--- src/design/pfc_pkg.sv ---
// Shared types, constants and helper functions of the Playfair encryptor.
`timescale 1ns / 1ps

package pfc_pkg;

  // Grid geometry.
  localparam int GRID_SIDE  = 5;
  localparam int GRID_CELLS = GRID_SIDE * GRID_SIDE;
  localparam int LETTERS    = 26;

  typedef logic [4:0] letter_t;
  typedef logic [4:0] cell_t;
  typedef logic [2:0] coord_t;

  // Letter codes with a special role.
  localparam letter_t CODE_A = 5'd0;
  localparam letter_t CODE_I = 5'd8;
  localparam letter_t CODE_J = 5'd9;
  localparam letter_t CODE_X = 5'd23;
  localparam letter_t CODE_Z = 5'd25;

  // Request codes of the input channel.
  typedef enum logic [1:0] {
    REQ_KEY      = 2'd0,
    REQ_KEY_END  = 2'd1,
    REQ_TEXT     = 2'd2,
    REQ_TEXT_END = 2'd3
  } req_t;

  // Sequencer states.
  typedef enum logic [2:0] {
    S_IDLE,
    S_LOOK_A,
    S_LOOK_B,
    S_CALC,
    S_GRID_B,
    S_DONE,
    S_PUT,
    S_FILL
  } state_t;

  // One placement into both grid stores.
  typedef struct packed {
    logic    en;
    letter_t letter;
    cell_t   pos;
  } pfc_wr_t;

  // The letter j shares the cell of i.
  function automatic letter_t fold_letter(letter_t c);
    return (c == CODE_J) ? CODE_I : c;
  endfunction

  // Row of a cell index, by comparing against each row start.
  function automatic coord_t cell_row(cell_t pos);
    coord_t row;
    row = '0;
    for (int r = 1; r < GRID_SIDE; r++) begin
      if (pos >= cell_t'(r * GRID_SIDE)) begin
        row = coord_t'(r);
      end
    end
    return row;
  endfunction

  // Column of a cell index, from its row.
  function automatic coord_t cell_col(cell_t pos);
    cell_t rem;
    rem = cell_t'(pos - cell_t'(int'(cell_row(pos)) * GRID_SIDE));
    return rem[2:0];
  endfunction

  // Step one place along a row or column with wrap-around.
  function automatic coord_t wrap_inc(coord_t v);
    return (v == coord_t'(GRID_SIDE - 1)) ? '0 : coord_t'(v + 3'd1);
  endfunction

  // Cell index of a row and column.
  function automatic cell_t cell_at(coord_t row, coord_t col);
    return cell_t'(int'(row) * GRID_SIDE + int'(col));
  endfunction

endpackage

--- src/design/pfc_grid.sv ---
// Grid stores: letter of each cell and cell of each letter, one read port each.
`timescale 1ns / 1ps

module pfc_grid (
  input  logic             clk,
  input  pfc_pkg::pfc_wr_t wr,
  input  pfc_pkg::letter_t cell_rd_addr,
  output pfc_pkg::cell_t   cell_rd_data,
  input  pfc_pkg::cell_t   grid_rd_addr,
  output pfc_pkg::letter_t grid_rd_data
);
  import pfc_pkg::*;

  letter_t key_grid [GRID_CELLS];
  cell_t   letter_cell [LETTERS];
  cell_t   cell_rd_data_r;
  letter_t grid_rd_data_r;

  // A placement writes both stores in the same cycle.
  always_ff @(posedge clk) begin
    if (wr.en) begin
      key_grid[wr.pos]       <= wr.letter;
      letter_cell[wr.letter] <= wr.pos;
    end
  end

  // Registered reads.
  always_ff @(posedge clk) begin
    cell_rd_data_r <= letter_cell[cell_rd_addr];
    grid_rd_data_r <= key_grid[grid_rd_addr];
  end

  assign cell_rd_data = cell_rd_data_r;
  assign grid_rd_data = grid_rd_data_r;

endmodule

--- src/design/pfc_rule.sv ---
// Playfair rule unit: turns the cells of a pair into the cells of its cipher pair.
`timescale 1ns / 1ps

module pfc_rule (
  input  pfc_pkg::cell_t cell_a,
  input  pfc_pkg::cell_t cell_b,
  output pfc_pkg::cell_t idx_a,
  output pfc_pkg::cell_t idx_b
);
  import pfc_pkg::*;

  coord_t r1, c1, r2, c2;

  assign r1 = cell_row(cell_a);
  assign c1 = cell_col(cell_a);
  assign r2 = cell_row(cell_b);
  assign c2 = cell_col(cell_b);

  // Same row shifts right, same column shifts down, else swap columns.
  always_comb begin
    if (r1 == r2) begin
      idx_a = cell_at(r1, wrap_inc(c1));
      idx_b = cell_at(r2, wrap_inc(c2));
    end else if (c1 == c2) begin
      idx_a = cell_at(wrap_inc(r1), c1);
      idx_b = cell_at(wrap_inc(r2), c2);
    end else begin
      idx_a = cell_at(r1, c2);
      idx_b = cell_at(r2, c1);
    end
  end

endmodule

--- src/design/playfair_cipher_encrypt_top.sv ---
// Playfair encryptor top level: request decode, sequencer and result register.
//
// Usage: the input channel (in_valid, in_stall, in_req_type, in_letter) carries
// key letters, a key-end request, plaintext letters and a text-end request.
// Key letters build the 5x5 grid; key end fills the rest with unused letters.
// Text letters are paired (x inserted between doubled letters, x padding at
// text end), and each pair leaves on the result channel (out_valid, out_stall,
// out_cipher_first, out_cipher_second, out_final_pair).
// Sequencing: on key end the sequencer walks all 26 letters, placing each
// unused letter other than j into the grid stores, at most one per cycle. A
// letter that closes a pair, or a text end that flushes one, runs through
// two lookups through the single cell-store read port, the rule step, and
// two lookups through the single grid-store read port, then the result
// register.
// in_stall is high while the sequencer is busy. A finished result waits in
// the output register while out_stall is high; the next item is accepted
// meanwhile, and a following pair holds in its last step until the register
// is free. Reset (rst_n low, synchronous) clears the grid occupancy, the
// open pair and the result register; the grid contents are not cleared.
`timescale 1ns / 1ps

module playfair_cipher_encrypt_top (
  input  logic       clk,
  input  logic       rst_n,
  input  logic       in_valid,
  output logic       in_stall,
  input  logic [1:0] in_req_type,
  input  logic [4:0] in_letter,
  output logic       out_valid,
  input  logic       out_stall,
  output logic [4:0] out_cipher_first,
  output logic [4:0] out_cipher_second,
  output logic       out_final_pair
);
  import pfc_pkg::*;

  state_t    state_r, state_nxt;
  logic [LETTERS-1:0] used_r;
  cell_t     fill_r;
  letter_t   pend_r;
  logic      pend_vld_r;
  letter_t   a_r, b_r;
  logic      fin_r;
  cell_t     ca_r, idx_b_r;
  letter_t   ea_r, eb_r;
  letter_t   walk_r;
  logic      out_valid_r;
  letter_t   out_first_r, out_second_r;
  logic      out_final_r;

  pfc_wr_t   wr;
  letter_t   cell_rd_addr;
  cell_t     cell_rd_data;
  cell_t     grid_rd_addr;
  letter_t   grid_rd_data;
  cell_t     idx_a, idx_b;

  logic      in_xfer;
  logic      out_xfer;
  logic      slot_free;
  req_t      req;
  letter_t   in_c;
  letter_t   place_c;
  logic      can_place;

  assign in_stall  = (state_r != S_IDLE);
  assign in_xfer   = in_valid && !in_stall;
  assign out_xfer  = out_valid_r && !out_stall;
  assign slot_free = !out_valid_r || !out_stall;
  assign req       = req_t'(in_req_type);
  assign in_c      = fold_letter(in_letter);

  // Placement candidate: the key letter when idle, the walk letter when filling.
  assign place_c   = (state_r == S_FILL) ? walk_r : in_c;
  assign can_place = (place_c < letter_t'(LETTERS)) && (fill_r < cell_t'(GRID_CELLS))
                     && !used_r[place_c];

  pfc_grid u_grid (
    .clk          (clk),
    .wr           (wr),
    .cell_rd_addr (cell_rd_addr),
    .cell_rd_data (cell_rd_data),
    .grid_rd_addr (grid_rd_addr),
    .grid_rd_data (grid_rd_data)
  );

  pfc_rule u_rule (
    .cell_a (ca_r),
    .cell_b (cell_rd_data),
    .idx_a  (idx_a),
    .idx_b  (idx_b)
  );

  // State register.
  always_ff @(posedge clk) begin
    if (!rst_n) begin
      state_r <= S_IDLE;
    end else begin
      state_r <= state_nxt;
    end
  end

  // Next state, store addresses and placements.
  always_comb begin
    state_nxt    = state_r;
    wr           = '0;
    wr.letter    = place_c;
    wr.pos       = fill_r;
    cell_rd_addr = a_r;
    grid_rd_addr = idx_a;
    unique case (state_r)
      S_IDLE: begin
        if (in_xfer) begin
          unique case (req)
            REQ_KEY: begin
              wr.en = can_place;
            end
            REQ_KEY_END: begin
              state_nxt = S_FILL;
            end
            REQ_TEXT: begin
              if ((in_c < letter_t'(LETTERS)) && pend_vld_r) begin
                state_nxt = S_LOOK_A;
              end
            end
            REQ_TEXT_END: begin
              if (pend_vld_r) begin
                state_nxt = S_LOOK_A;
              end
            end
          endcase
        end
      end
      S_LOOK_A: begin
        cell_rd_addr = a_r;
        state_nxt    = S_LOOK_B;
      end
      S_LOOK_B: begin
        cell_rd_addr = b_r;
        state_nxt    = S_CALC;
      end
      S_CALC: begin
        grid_rd_addr = idx_a;
        state_nxt    = S_GRID_B;
      end
      S_GRID_B: begin
        grid_rd_addr = idx_b_r;
        state_nxt    = S_DONE;
      end
      S_DONE: begin
        state_nxt = S_PUT;
      end
      S_PUT: begin
        if (slot_free) begin
          state_nxt = S_IDLE;
        end
      end
      S_FILL: begin
        wr.en = can_place && (walk_r != CODE_J);
        if (walk_r == CODE_Z) begin
          state_nxt = S_IDLE;
        end
      end
      default: begin
        state_nxt = S_IDLE;
      end
    endcase
  end

  // Grid occupancy and fill count follow each placement.
  always_ff @(posedge clk) begin
    if (!rst_n) begin
      used_r <= '0;
      fill_r <= '0;
    end else if (wr.en) begin
      used_r[wr.letter] <= 1'b1;
      fill_r            <= cell_t'(fill_r + 5'd1);
    end
  end

  // Pair building on text items.
  always_ff @(posedge clk) begin
    if (!rst_n) begin
      pend_r     <= '0;
      pend_vld_r <= 1'b0;
    end else if (in_xfer) begin
      if (req == REQ_TEXT && in_c < letter_t'(LETTERS)) begin
        if (!pend_vld_r) begin
          pend_r     <= in_c;
          pend_vld_r <= 1'b1;
        end else if (in_c != pend_r) begin
          pend_vld_r <= 1'b0;
        end
      end else if (req == REQ_TEXT_END) begin
        pend_vld_r <= 1'b0;
      end
    end
  end

  // Pair operands, latched at every input transfer; those of the transfer that closes a pair are used.
  always_ff @(posedge clk) begin
    if (in_xfer) begin
      a_r   <= pend_r;
      b_r   <= (req == REQ_TEXT && in_c != pend_r) ? in_c : CODE_X;
      fin_r <= (req == REQ_TEXT_END);
    end
  end

  // Fill walk counter.
  always_ff @(posedge clk) begin
    if (!rst_n) begin
      walk_r <= CODE_A;
    end else if (state_r == S_FILL) begin
      walk_r <= (walk_r == CODE_Z) ? CODE_A : letter_t'(walk_r + 5'd1);
    end
  end

  // Intermediate results of the pair lookup.
  always_ff @(posedge clk) begin
    if (state_r == S_LOOK_B) begin
      ca_r <= cell_rd_data;
    end
    if (state_r == S_CALC) begin
      idx_b_r <= idx_b;
    end
    if (state_r == S_GRID_B) begin
      ea_r <= grid_rd_data;
    end
    if (state_r == S_DONE) begin
      eb_r <= grid_rd_data;
    end
  end

  // Result register.
  always_ff @(posedge clk) begin
    if (!rst_n) begin
      out_valid_r <= 1'b0;
    end else if (state_r == S_PUT && slot_free) begin
      out_valid_r <= 1'b1;
    end else if (out_xfer) begin
      out_valid_r <= 1'b0;
    end
  end

  always_ff @(posedge clk) begin
    if (state_r == S_PUT && slot_free) begin
      out_first_r  <= ea_r;
      out_second_r <= eb_r;
      out_final_r  <= fin_r;
    end
  end

  assign out_valid         = out_valid_r;
  assign out_cipher_first  = out_first_r;
  assign out_cipher_second = out_second_r;
  assign out_final_pair    = out_final_r;

`ifndef SYNTHESIS
  // The grid never holds more letters than it has cells.
  a_fill_bound: assert property (@(posedge clk) disable iff (!rst_n)
    fill_r <= cell_t'(GRID_CELLS))
    else $error("grid fill count beyond cell count");

  // Every placed letter took exactly one cell.
  a_used_count: assert property (@(posedge clk) disable iff (!rst_n)
    $countones(used_r) == int'(fill_r))
    else $error("occupancy bits disagree with fill count");

  // The letter j is never placed.
  a_no_j: assert property (@(posedge clk) disable iff (!rst_n)
    !used_r[CODE_J])
    else $error("letter j placed in grid");

  // A new result only appears after the sequencer delivered it.
  a_out_source: assert property (@(posedge clk) disable iff (!rst_n)
    $rose(out_valid_r) |-> $past(state_r == S_PUT))
    else $error("result appeared without a delivery step");
`endif

endmodule
--- config.mk ---
export PLATFORM = sky130hd
export DESIGN_NAME = playfair_cipher_encrypt_top
export DESIGN_NICKNAME = d
export VERILOG_FILES = /design/src/design/pfc_pkg.sv /design/src/design/pfc_grid.sv /design/src/design/pfc_rule.sv /design/src/design/playfair_cipher_encrypt_top.sv
export SDC_FILE = /design/constraint.sdc
export NUM_CORES = 1
export LEC_CHECK = 0
export BUFFER_PORTS_ARGS = -buffer_cell sky130_fd_sc_hd__buf_2
export CAP_MARGIN = 20
export CORE_MARGIN = 5
export CORE_UTILIZATION = 60
export CTS_CLUSTER_SIZE = 30
export DETAILED_ROUTE_END_ITERATION = 6
export GPL_TIMING_DRIVEN = 0
export PLACE_DENSITY = 0.76
export SLEW_MARGIN = 30
export SYNTH_ARGS = -nofsm -noshare
export SYNTH_HDL_FRONTEND = slang
export SYNTH_HIERARCHICAL = 1
export SYNTH_SLANG_ARGS = --single-unit
--- constraint.sdc ---
create_clock -name clk -period 5.4 [get_ports clk]
set_clock_uncertainty 0.1 [all_clocks]
set_input_delay 0.54 -clock clk [delete_from_list [all_inputs] [get_ports clk]]
set_output_delay 0.54 -clock clk [all_outputs]
set_load 0.005 [all_outputs]
# After elaboration in Yosys (flattened, before gate mapping)
# Memories as Yosys holds them, arrays and structs flattened. A register that Yosys moved wholly into a read port is not among the register bits.
# Cells that the tools add are included.
[totals] reg_bits=88 latch_bits=0 ram_bits=255 mem_bits_ro=0 in_bits=11 out_inout_bits=13 elab_cells=144 n_memories=2
[classes] add_sub_neg=14 multipliers=4 n_div=0 order_cmp=13 eq_ne=26 shifts=0 n_mux=43 n_bitwise=2 reduce_logical=23
[mem_list] name="u_grid.letter_cell" words=26 word_bits=5 rd=1 rd_clocked_by_memory_dff=1 wr=1 line_no="pfc_grid.sv:15" source="cell_t letter_cell [LETTERS];"
[mem_list] name="u_grid.key_grid" words=25 word_bits=5 rd=1 rd_clocked_by_memory_dff=1 wr=1 line_no="pfc_grid.sv:14" source="letter_t key_grid [GRID_CELLS];"
[ops] op="$mux W5" count=9
[ops] op="$mux W3" count=11
[ops] op="$add A5 B4 Y5" count=6
[ops] op="$or A26 B26 Y26" count=1
[ops] op="$eq A3 B3 Y1 const B" count=8
[ops] op="$pmux W3 S8" count=1
[ops] op="$ge A5 B4 Y1 const B" count=4
[ops] op="$mul A3 B3 Y5 const B" count=4
[ops] op="$lt A5 B5 Y1 const B" count=3
[ops] op="$mux W1" count=14
[ops] op="$add A3 B1 Y3 const B" count=4
[ops] op="$add A5 B1 Y5 const B" count=2
[ops] op="$ge A5 B3 Y1 const B" count=2
[ops] op="$ge A5 B5 Y1 const B" count=2
[ops] op="$logic_and A1 B1 Y1" count=10
[ops] op="$pmux W3 S3" count=1
[ops] op="$mux W2" count=4
[ops] op="$eq A3 B2 Y1 const B" count=2
[ops] op="$eq A3 B3 Y1" count=2
[ops] op="$lt A5 B6 Y1 const B" count=1
[ops] op="$ne A3 B3 Y1 const B" count=2
[ops] op="$reduce_and A6 Y1" count=1
[ops] op="$sub A3 B3 Y3" count=2
[ops] op="$bmux W1 S5" count=1
[ops] op="22 further kinds" count=28

# Longest topological paths before layout
# Gate-level depths: netlist of the first run.
[logic_depth] depth_word=12 depth_mapped=25 depth_no_buf=23

# Cells and area by module
# Netlist of the first run, hierarchy kept.
[modules_own_cells] module="pfc_grid" instances=1 cells_per_inst=526 area_each_um2=10428.8 seq_area_each_um2=7857.5
[modules_own_cells] module="playfair_cipher_encrypt_top" instances=1 cells_per_inst=353 area_each_um2=4012.6 seq_area_each_um2=2182.1
[modules_own_cells] module="pfc_rule" instances=1 cells_per_inst=197 area_each_um2=1634.1 seq_area_each_um2=0.0

# Least setup slack after synthesis of the first run
# No wires, ideal clock.
[synth_timing] path_type="register to register" start="reg ca_r[1]" end="reg u_grid.grid_rd_data_r[3], in the netlist u_grid/grid_rd_data[3], read port of u_grid.key_grid" setup_time_ps=136 t_arrival_ps=4714 required_ps=5164 slack_ps=450 path_stages_with_launch=21 path_buffers=2 period_less_slack_ps=4950 cell_sequence="edfxtp_1 nor2_1 o21ai_0 a221o_1 and2_1 ha_1 inv_1 fa_1 ha_1 ha_1 fa_1 mux2_1 nand2_1 o21ai_1 mux2_2 buf_4 buf_6 mux4_2 mux2_2 o22ai_1 a31oi_1"
[synth_between] elab_chain_len=12 word_cells_on_any_way=25 cone_classes="add/sub: 6; mul: 2; order compare: 4; eq/ne: 4; mux: 9"
[synth_rtl] element="start: declaration" line_no="playfair_cipher_encrypt_top.sv:44" source="cell_t ca_r, idx_b_r;"
[synth_rtl] element="start signal: assignment" line_no="playfair_cipher_encrypt_top.sv:221" source="ca_r <= cell_rd_data;"
[synth_rtl] element="$ge A5 B3 Y1" line_no="pfc_pkg.sv:59" source="if (pos >= cell_t'(r * GRID_SIDE)) begin"
[synth_rtl] element="$mux W1" line_no="pfc_pkg.sv:59"
[synth_rtl] element="$mux W2 (2 in series)" line_no="pfc_pkg.sv:59"
[synth_rtl] element="$mux W3" line_no="pfc_pkg.sv:59"
[synth_rtl] element="$mul A3 B3 Y5, or another cell as far along" line_no="pfc_pkg.sv:80" source="return cell_t'(int'(row) * GRID_SIDE + int'(col));"
[synth_rtl] element="$sub A3 B3 Y3 / $mux W3 (equally long branches)" line_no="pfc_pkg.sv:69, pfc_pkg.sv:75"
[synth_rtl] element="$add A3 B1 Y3, or another cell as far along" line_no="pfc_pkg.sv:75" source="return (v == coord_t'(GRID_SIDE - 1)) ? '0 : coord_t'(v + 3'd1);"
[synth_rtl] element="$mux W3 / $add A5 B4 Y5 (equally long branches)" line_no="pfc_pkg.sv:75, pfc_pkg.sv:80"
[synth_rtl] element="$add A5 B4 Y5 / $mux W5 (equally long branches)" line_no="pfc_pkg.sv:80, pfc_rule.sv:24"
[synth_rtl] element="$mux W5 (*)" line_no="pfc_rule.sv:21" source="if (r1 == r2) begin"
[synth_rtl] element="net idx_a[2]" line_no="playfair_cipher_encrypt_top.sv:56" source="cell_t idx_a, idx_b;"
[synth_rtl] element="$mux W5 (*)" line_no="playfair_cipher_encrypt_top.sv:111" source="unique case (state_r)"
[synth_rtl] element="net grid_rd_addr[2]" line_no="playfair_cipher_encrypt_top.sv:54" source="cell_t grid_rd_addr;"
[synth_rtl] element="end: declaration" line_no="pfc_grid.sv:17" source="letter_t grid_rd_data_r;"
# Mark *: on every way through the listed nets, which the timed path passes. The rest lies on a longest branch.
# A chain may end at the register's enable or synchronous reset.

# Worst setup path after layout of the first run
# Same ends and word-level chain as after synthesis.

==> qor.yml, run 1 <==
status: "completed"
tightest_slew_ps: 979
crit_required_ps: 5670
use_met1_pct: 30.3
dp_hpwl_um: 21900
syn_area_mm2: 0.0161
post-route-cell-area_mm2: 0.0182
r2r-start: "ca_r[1]$_DFFE_PP_"
worstSkewPairLatency_ps: 530
met2_usage_pct: 37.2
period_minus_slack_ps: 5220
cts_tree: "yes"
max_freq_ghz: 0.191
cpMostUsedCell: "ha_1"
rows: 60
ctsLongestPathBuffers: 3
antenna_found_initial: 0
drv_slew: 0
fillers: 1740
portBuffers: 21
layout_common_cells: "297 x edfxtp_1, 86 x nor2_1, 52 x nand2_1, 48 x dfxtp_1, 44 x mux4_2"
fp.coreArea_mm2: 0.0267
finalSetupViolations: 0
nets: 1209
grt_pass1_vias: 9485
largest_register_ffs: 130
ant_nets: 0
cts_sinks: 353
drc: 0
synth_seq_cells: 353
drv_cap: 0
critical_path.max_fanout: 10
start_kind: "register"
postSynth.asyncResetShare_pct: 0
arrival_ps: 5500
dieHeight_um: 174
place.gp.congestion: 0.888
critPathKind: "register to register"
grt_use_total_pct: 22.0
grt_pass1_wl_um: 52400
synth_area_per_cell_um2: 14.9
wl_um: 33500
syn-instance-count: 1076
busiest_layer: "met2"
area_growth_pct: 12.9
hp-start: "rst_n"
die_x_um: 174
path_cells: "nor2_1 -> o21ai_0 -> a221o_2 -> and2_4 -> ha_1 -> inv_1 -> fa_2 -> ha_1 -> ha_1 -> fa_1 -> mux2_1 -> nand2_1 -> o21ai_1 -> mux2_4 -> buf_6 -> mux4_2 -> mux2_2 -> o22ai_1 -> a31oi_1"
pre_cts_slack_ps: -292
hold_path_class: "primary input to register"
dr.pass1.iters: 6
top_regs: "u_grid/letter_cell x130, u_grid/key_grid x125, used_r x26"
slowest_stage: "fa_2"
cts_root_buf: "clkbuf_16"
yosysUniqueCellTypes: 83
viasPerCell: 6.26
startpoint: "ca_r[1]$_DFFE_PP_"
die_area_mm2: 0.0302
mostFrequentLayoutCell: "edfxtp_1"
hold_viol_final: 0
drt-initial-drc-count: 924
end_kind: "register"
yosys_warnings: 6
grt_max_degree: 39
tns_ps: 0
place_area_mm2: 0.0167
synthFlopType: "edfxtp_1"
setup_slack_ps: 175
grt_overflow_total: 0
top_register: "u_grid/letter_cell"
ys_seq_area_share_pct: 62.5
synth_edf_count: 297
layout-drive-gt1-share_pct: 21.6
timing.hold.ws_ps: 253
cts_buffers: 36
worst_slew_margin_rel_pct: 34.5
h-tree-depth: 2
start_util_pct: 60.3
crit_family: "adder cells"
vias: 9513
crit_buf_inv: 2
fin_crit_sh_pct: 96.8
grtUsageMet3_pct: 3.34
path_clk_slew_ps: 60
design.portCount: 24
antenna_cells: 0
wl_per_cell_um: 22.0
cpPeakStageDelay_ps: 480
synth_fp_nets: 1135
cts_hold_buf: 0
==> per-stage QoR <==
stage | utilization (%) | instances
after floorplan | - | 1076
after global placement | 62.3 | 1438
after detailed placement | 62.6 | 1442
after CTS | 67.6 | 1511
after global routing | 68.1 | 1519
final | 68.1 | 1519
==> timing repair <==
item	in CTS	in global routing
gates resized for setup	9	28
endpoints found under the hold margin	0	0
buffers inserted	3	9
setup endpoints to repair	10	75
pin swaps	1	5
==> cells in the mapped netlist, drive strengths merged, types with 4 or more instances <==
library cell | n | area [um2]
nor4 | 6 | 58.8
nand3 | 15 | 75.1
nor3 | 13 | 81.3
and2 | 18 | 113
a211oi | 8 | 60.1
a311oi | 4 | 35.0
nor2b | 18 | 120
a21oi | 26 | 134
nand2 | 55 | 206
a21o | 10 | 75.1
o21ai | 25 | 125
ha | 40 | 500
dfxtp | 56 | 1120
nand2b | 9 | 56.3
nor2 | 88 | 330
a32o | 24 | 240
mux2i | 39 | 419
a31oi | 7 | 58.8
o22ai | 7 | 43.8
a32oi | 4 | 35.0
edfxtp | 297 | 8920
fa | 8 | 160
inv | 31 | 116
buf | 32 | 259
nand3b | 13 | 97.6
clkbuf | 26 | 98.8
xor2 | 15 | 131
or3 | 5 | 31.3
or3b | 7 | 61.3
xnor2 | 6 | 60.1
mux4 | 54 | 1250
a221oi | 5 | 43.8
nor3b | 10 | 75.1
or2 | 6 | 37.5
a22o | 8 | 70.1
mux2 | 27 | 308
and3 | 11 | 68.8
o211ai | 7 | 72.6
==> logic make-up (layout without fill, tap and decap cells) <==
group	count (synthesis)	after routing	share of synthesized area, %
flops	353	353	62.5
compound gates	161	161	7.64
buf+inv	89	191	2.95
simple gates	284	284	9.33
fa+ha+maj	48	48	4.11
xor+xnor	21	21	1.19
mux	120	120	12.3
==> final timing paths <==
check             cells past startpoint                             end  slack (ps)
setup / recovery                     19  u_grid/grid_rd_data[3]$_DFF_P_         180
hold / removal                        3          fill_r[0]$_SDFFE_PN0P_         250
setup reg to reg                     19  u_grid/grid_rd_data[3]$_DFF_P_         180
hold reg to reg                       0  out_cipher_second[2]$_DFFE_PP_         320
==> layout make-up <==
type                            instances  area [um2]  share of cell area [%]
Timing Repair Buffer                   37         240                    1.32
Tap cell                              341         427                    2.35
Inverter                               31         116                   0.641
Multi-Input combinational cell        634        5680                    31.3
Clock buffer                           45         986                    5.43
Clock inverter                         21         280                    1.54
Buffer                                 57         373                    2.05
Sequential cell                       353       10000                    55.4
==> worst register-to-register path, cell delays in order (launching register included) <==
cell and delay (ps):
edfxtp_1 420, nor2_1 110, o21ai_0 70, a221o_2 440, and2_4 210, ha_1 180, inv_1 80, fa_2 480
ha_1 320, ha_1 220, fa_1 450, mux2_1 320, nand2_1 70, o21ai_1 70, mux2_4 370, buf_6 200
mux4_2 420, mux2_2 290, o22ai_1 180, a31oi_1 70
==> per-layer routing <==
metal / up-vias / wire length, um
li1: 4349 / -
met2: 401 / 16900
met4: 0 / 765
met5: - / 0
met1: 4686 / 13500
met3: 77 / 2330
Power of run 1 is not shown: default switching activity piles up to over one toggle a cycle in this logic, so the estimate is an artifact.
==> run 2: changes to the inputs <==
--- a/config.mk
+++ b/config.mk
@@ -5,7 +5,7 @@
 export SDC_FILE = /design/constraint.sdc
 export NUM_CORES = 1
 export LEC_CHECK = 0
-export BUFFER_PORTS_ARGS = -buffer_cell sky130_fd_sc_hd__buf_2
+export BUFFER_PORTS_ARGS = -buffer_cell sky130_fd_sc_hd__clkbuf_2
 export CAP_MARGIN = 20
 export CORE_MARGIN = 5
 export CORE_UTILIZATION = 60
==> qor.yml, run 2 (synthesis results as in run 1) <==
cts_root_buf: "clkbuf_16"  # unchanged
worstSkewPairLatency_ps: 510  # was 530 ps
antenna_found_initial: 0  # unchanged
portBuffers: 21  # unchanged
r2r_cells: 20  # was 19
nets: 1208  # was 1209
top_register: "u_grid/letter_cell"  # unchanged
r2r-start: "ca_r[1]$_DFFE_PP_"  # unchanged
vias: 9391  # was 9513
drv_slew: 0  # unchanged
start_util_pct: 60.3  # unchanged
period_minus_slack_ps: 5210  # was 5220 ps
grt_use_total_pct: 22.4  # was 22.0%
finalSetupViolations: 0  # unchanged
max_freq_ghz: 0.192  # was 0.191 GHz
tightest_slew_ps: 785  # was 979 ps
crit_required_ps: 5690  # was 5670 ps
cts_tree: "yes"  # unchanged
critPathKind: "register to register"  # unchanged
area_growth_pct: 12.4  # was 12.9%
r2r_setup_slack_ps: 190  # was 180 ps
fillers: 1755  # was 1740
design.portCount: 24  # unchanged
wl_per_cell_um: 22.3  # was 22.0 um
layout-drive-gt1-share_pct: 21.0  # was 21.6%
top_regs: "u_grid/letter_cell x130, u_grid/key_grid x125, used_r x26"  # unchanged
drc: 0  # unchanged
worst_slew_margin_rel_pct: 47.6  # was 34.5%
mostFrequentLayoutCell: "edfxtp_1"  # unchanged
dr.pass1.iters: 5  # was 6
r2r-end: "u_grid/grid_rd_data[4]$_DFF_P_"  # was u_grid/grid_rd_data[3]$_DFF_P_
arrival_ps: 5500  # about the same
hold_viol_final: 0  # unchanged
wl_um: 33800  # was 33500 um
viasPerCell: 6.19  # was 6.26
dieHeight_um: 174  # unchanged
die_x_um: 174  # unchanged
largest_register_ffs: 130  # unchanged
drt-initial-drc-count: 914  # was 924
grt_pass1_vias: 9583  # was 9485
path_clk_slew_ps: 60  # about the same
ctsLongestPathBuffers: 3  # unchanged
h-tree-depth: 2  # unchanged
fp.coreArea_mm2: 0.0267  # unchanged
setup.worst_path.end: "u_grid/grid_rd_data[4]$_DFF_P_"  # was u_grid/grid_rd_data[3]$_DFF_P_
multi_input_comb_area_mm2: 0.00571  # was 0.00568 mm2
cts_buffers: 35  # was 36
layout_common_cells: "297 x edfxtp_1, 84 x nor2_1, 53 x nand2_1, 48 x dfxtp_1, 44 x mux4_2"  # was 297 x edfxtp_1, 86 x nor2_1, 52 x nand2_1, 48 x dfxtp_1, 44 x mux4_2
seq_area_mm2: 0.0100  # unchanged
dp_hpwl_um: 22000  # was 21900 um
end_kind: "register"  # unchanged
die_area_mm2: 0.0302  # unchanged
grt_overflow_total: 0  # unchanged
status: "completed"  # unchanged
drv_cap: 0  # unchanged
critical_path.max_fanout: 10  # unchanged
grt_max_degree: 39  # unchanged
cts_sinks: 353  # unchanged
start_kind: "register"  # unchanged
fin_crit_sh_pct: 96.5  # was 96.8%
ant_nets: 0  # unchanged
grt_pass1_wl_um: 53300  # was 52400 um
cts_hold_buf: 0  # unchanged
place.gp.congestion: 0.891  # was 0.888
antenna_cells: 0  # unchanged
startpoint: "ca_r[1]$_DFFE_PP_"  # unchanged
rows: 60  # unchanged
hold_path_class: "primary input to register"  # unchanged
timing.hold.ws_ps: 266  # was 253 ps
## run 2: critical path, stage by stage (launching register included)
cell      delay (ps)
edfxtp_1         420
nor2_1           120
o21ai_1           70
a221o_2          430
and2_4           210
ha_1             170
inv_1             80
fa_2             500
ha_1             330
ha_1             220
fa_1             450
mux2_1           320
nand2_1           70
o21ai_1           60
mux2_4           360
buf_6            190
buf_4            200
mux4_2           340
mux2i_4          190
a21oi_1          100
and3_1           150
## run 2: worst min-delay path by stage
stage,from,end,slack (ps),depth (start not counted)
detailed placement,eb_r[0]$_DFFE_PP_,out_cipher_second[0]$_DFFE_PP_,300,0
global placement,ea_r[1]$_DFFE_PP_,out_cipher_first[1]$_DFFE_PP_,300,0
CTS,in_letter[2],b_r[2]$_SDFFCE_PN1P_,250,2
floorplan,ea_r[0]$_DFFE_PP_,out_cipher_first[0]$_DFFE_PP_,300,0
global route,in_letter[2],b_r[2]$_SDFFCE_PN1P_,270,2
finish,in_letter[2],b_r[2]$_SDFFCE_PN1P_,270,2
## run 2: per-layer routing
layer	vias to the layer above	track usage [%]	share of wire, %
met5	-	0	0
met4	0	7.56	2.9
met3	77	3.23	5.5
met2	314	37.4	50
met1	4659	30.8	42
li1	4341	-	-
## run 2: per-stage QoR
step,cells,setup slack [ps],instance area (um2),utilization [%],TNS [ps]
after floorplan,1076,450,16100,-,0
after global placement,1438,-750,16600,62.3,-48640
after detailed placement,1443,-270,16700,62.6,-1200
after CTS,1509,2.03,17900,67.2,0
after global routing,1516,-16.7,18100,67.8,-37.9
final,1516,190,18100,67.8,0
## run 2: layout make-up
cell class | count | share of cell area [%]
timing repair buffer | 37 | 1.33
sequential | 353 | 55.6
buffer | 57 | 2.02
clock inverter | 18 | 1.11
inverter | 31 | 0.644
clock buffer | 45 | 5.34
tap | 341 | 2.36
multi-input combinational | 634 | 31.6
## run 2: timing repair
item,4_1_cts,5_1_grt
endpoints found under the setup margin,10,70
pin swaps,1,7
buffers inserted,3,8
resized for setup,10,31
Power of run 2 is left out for the same reason.
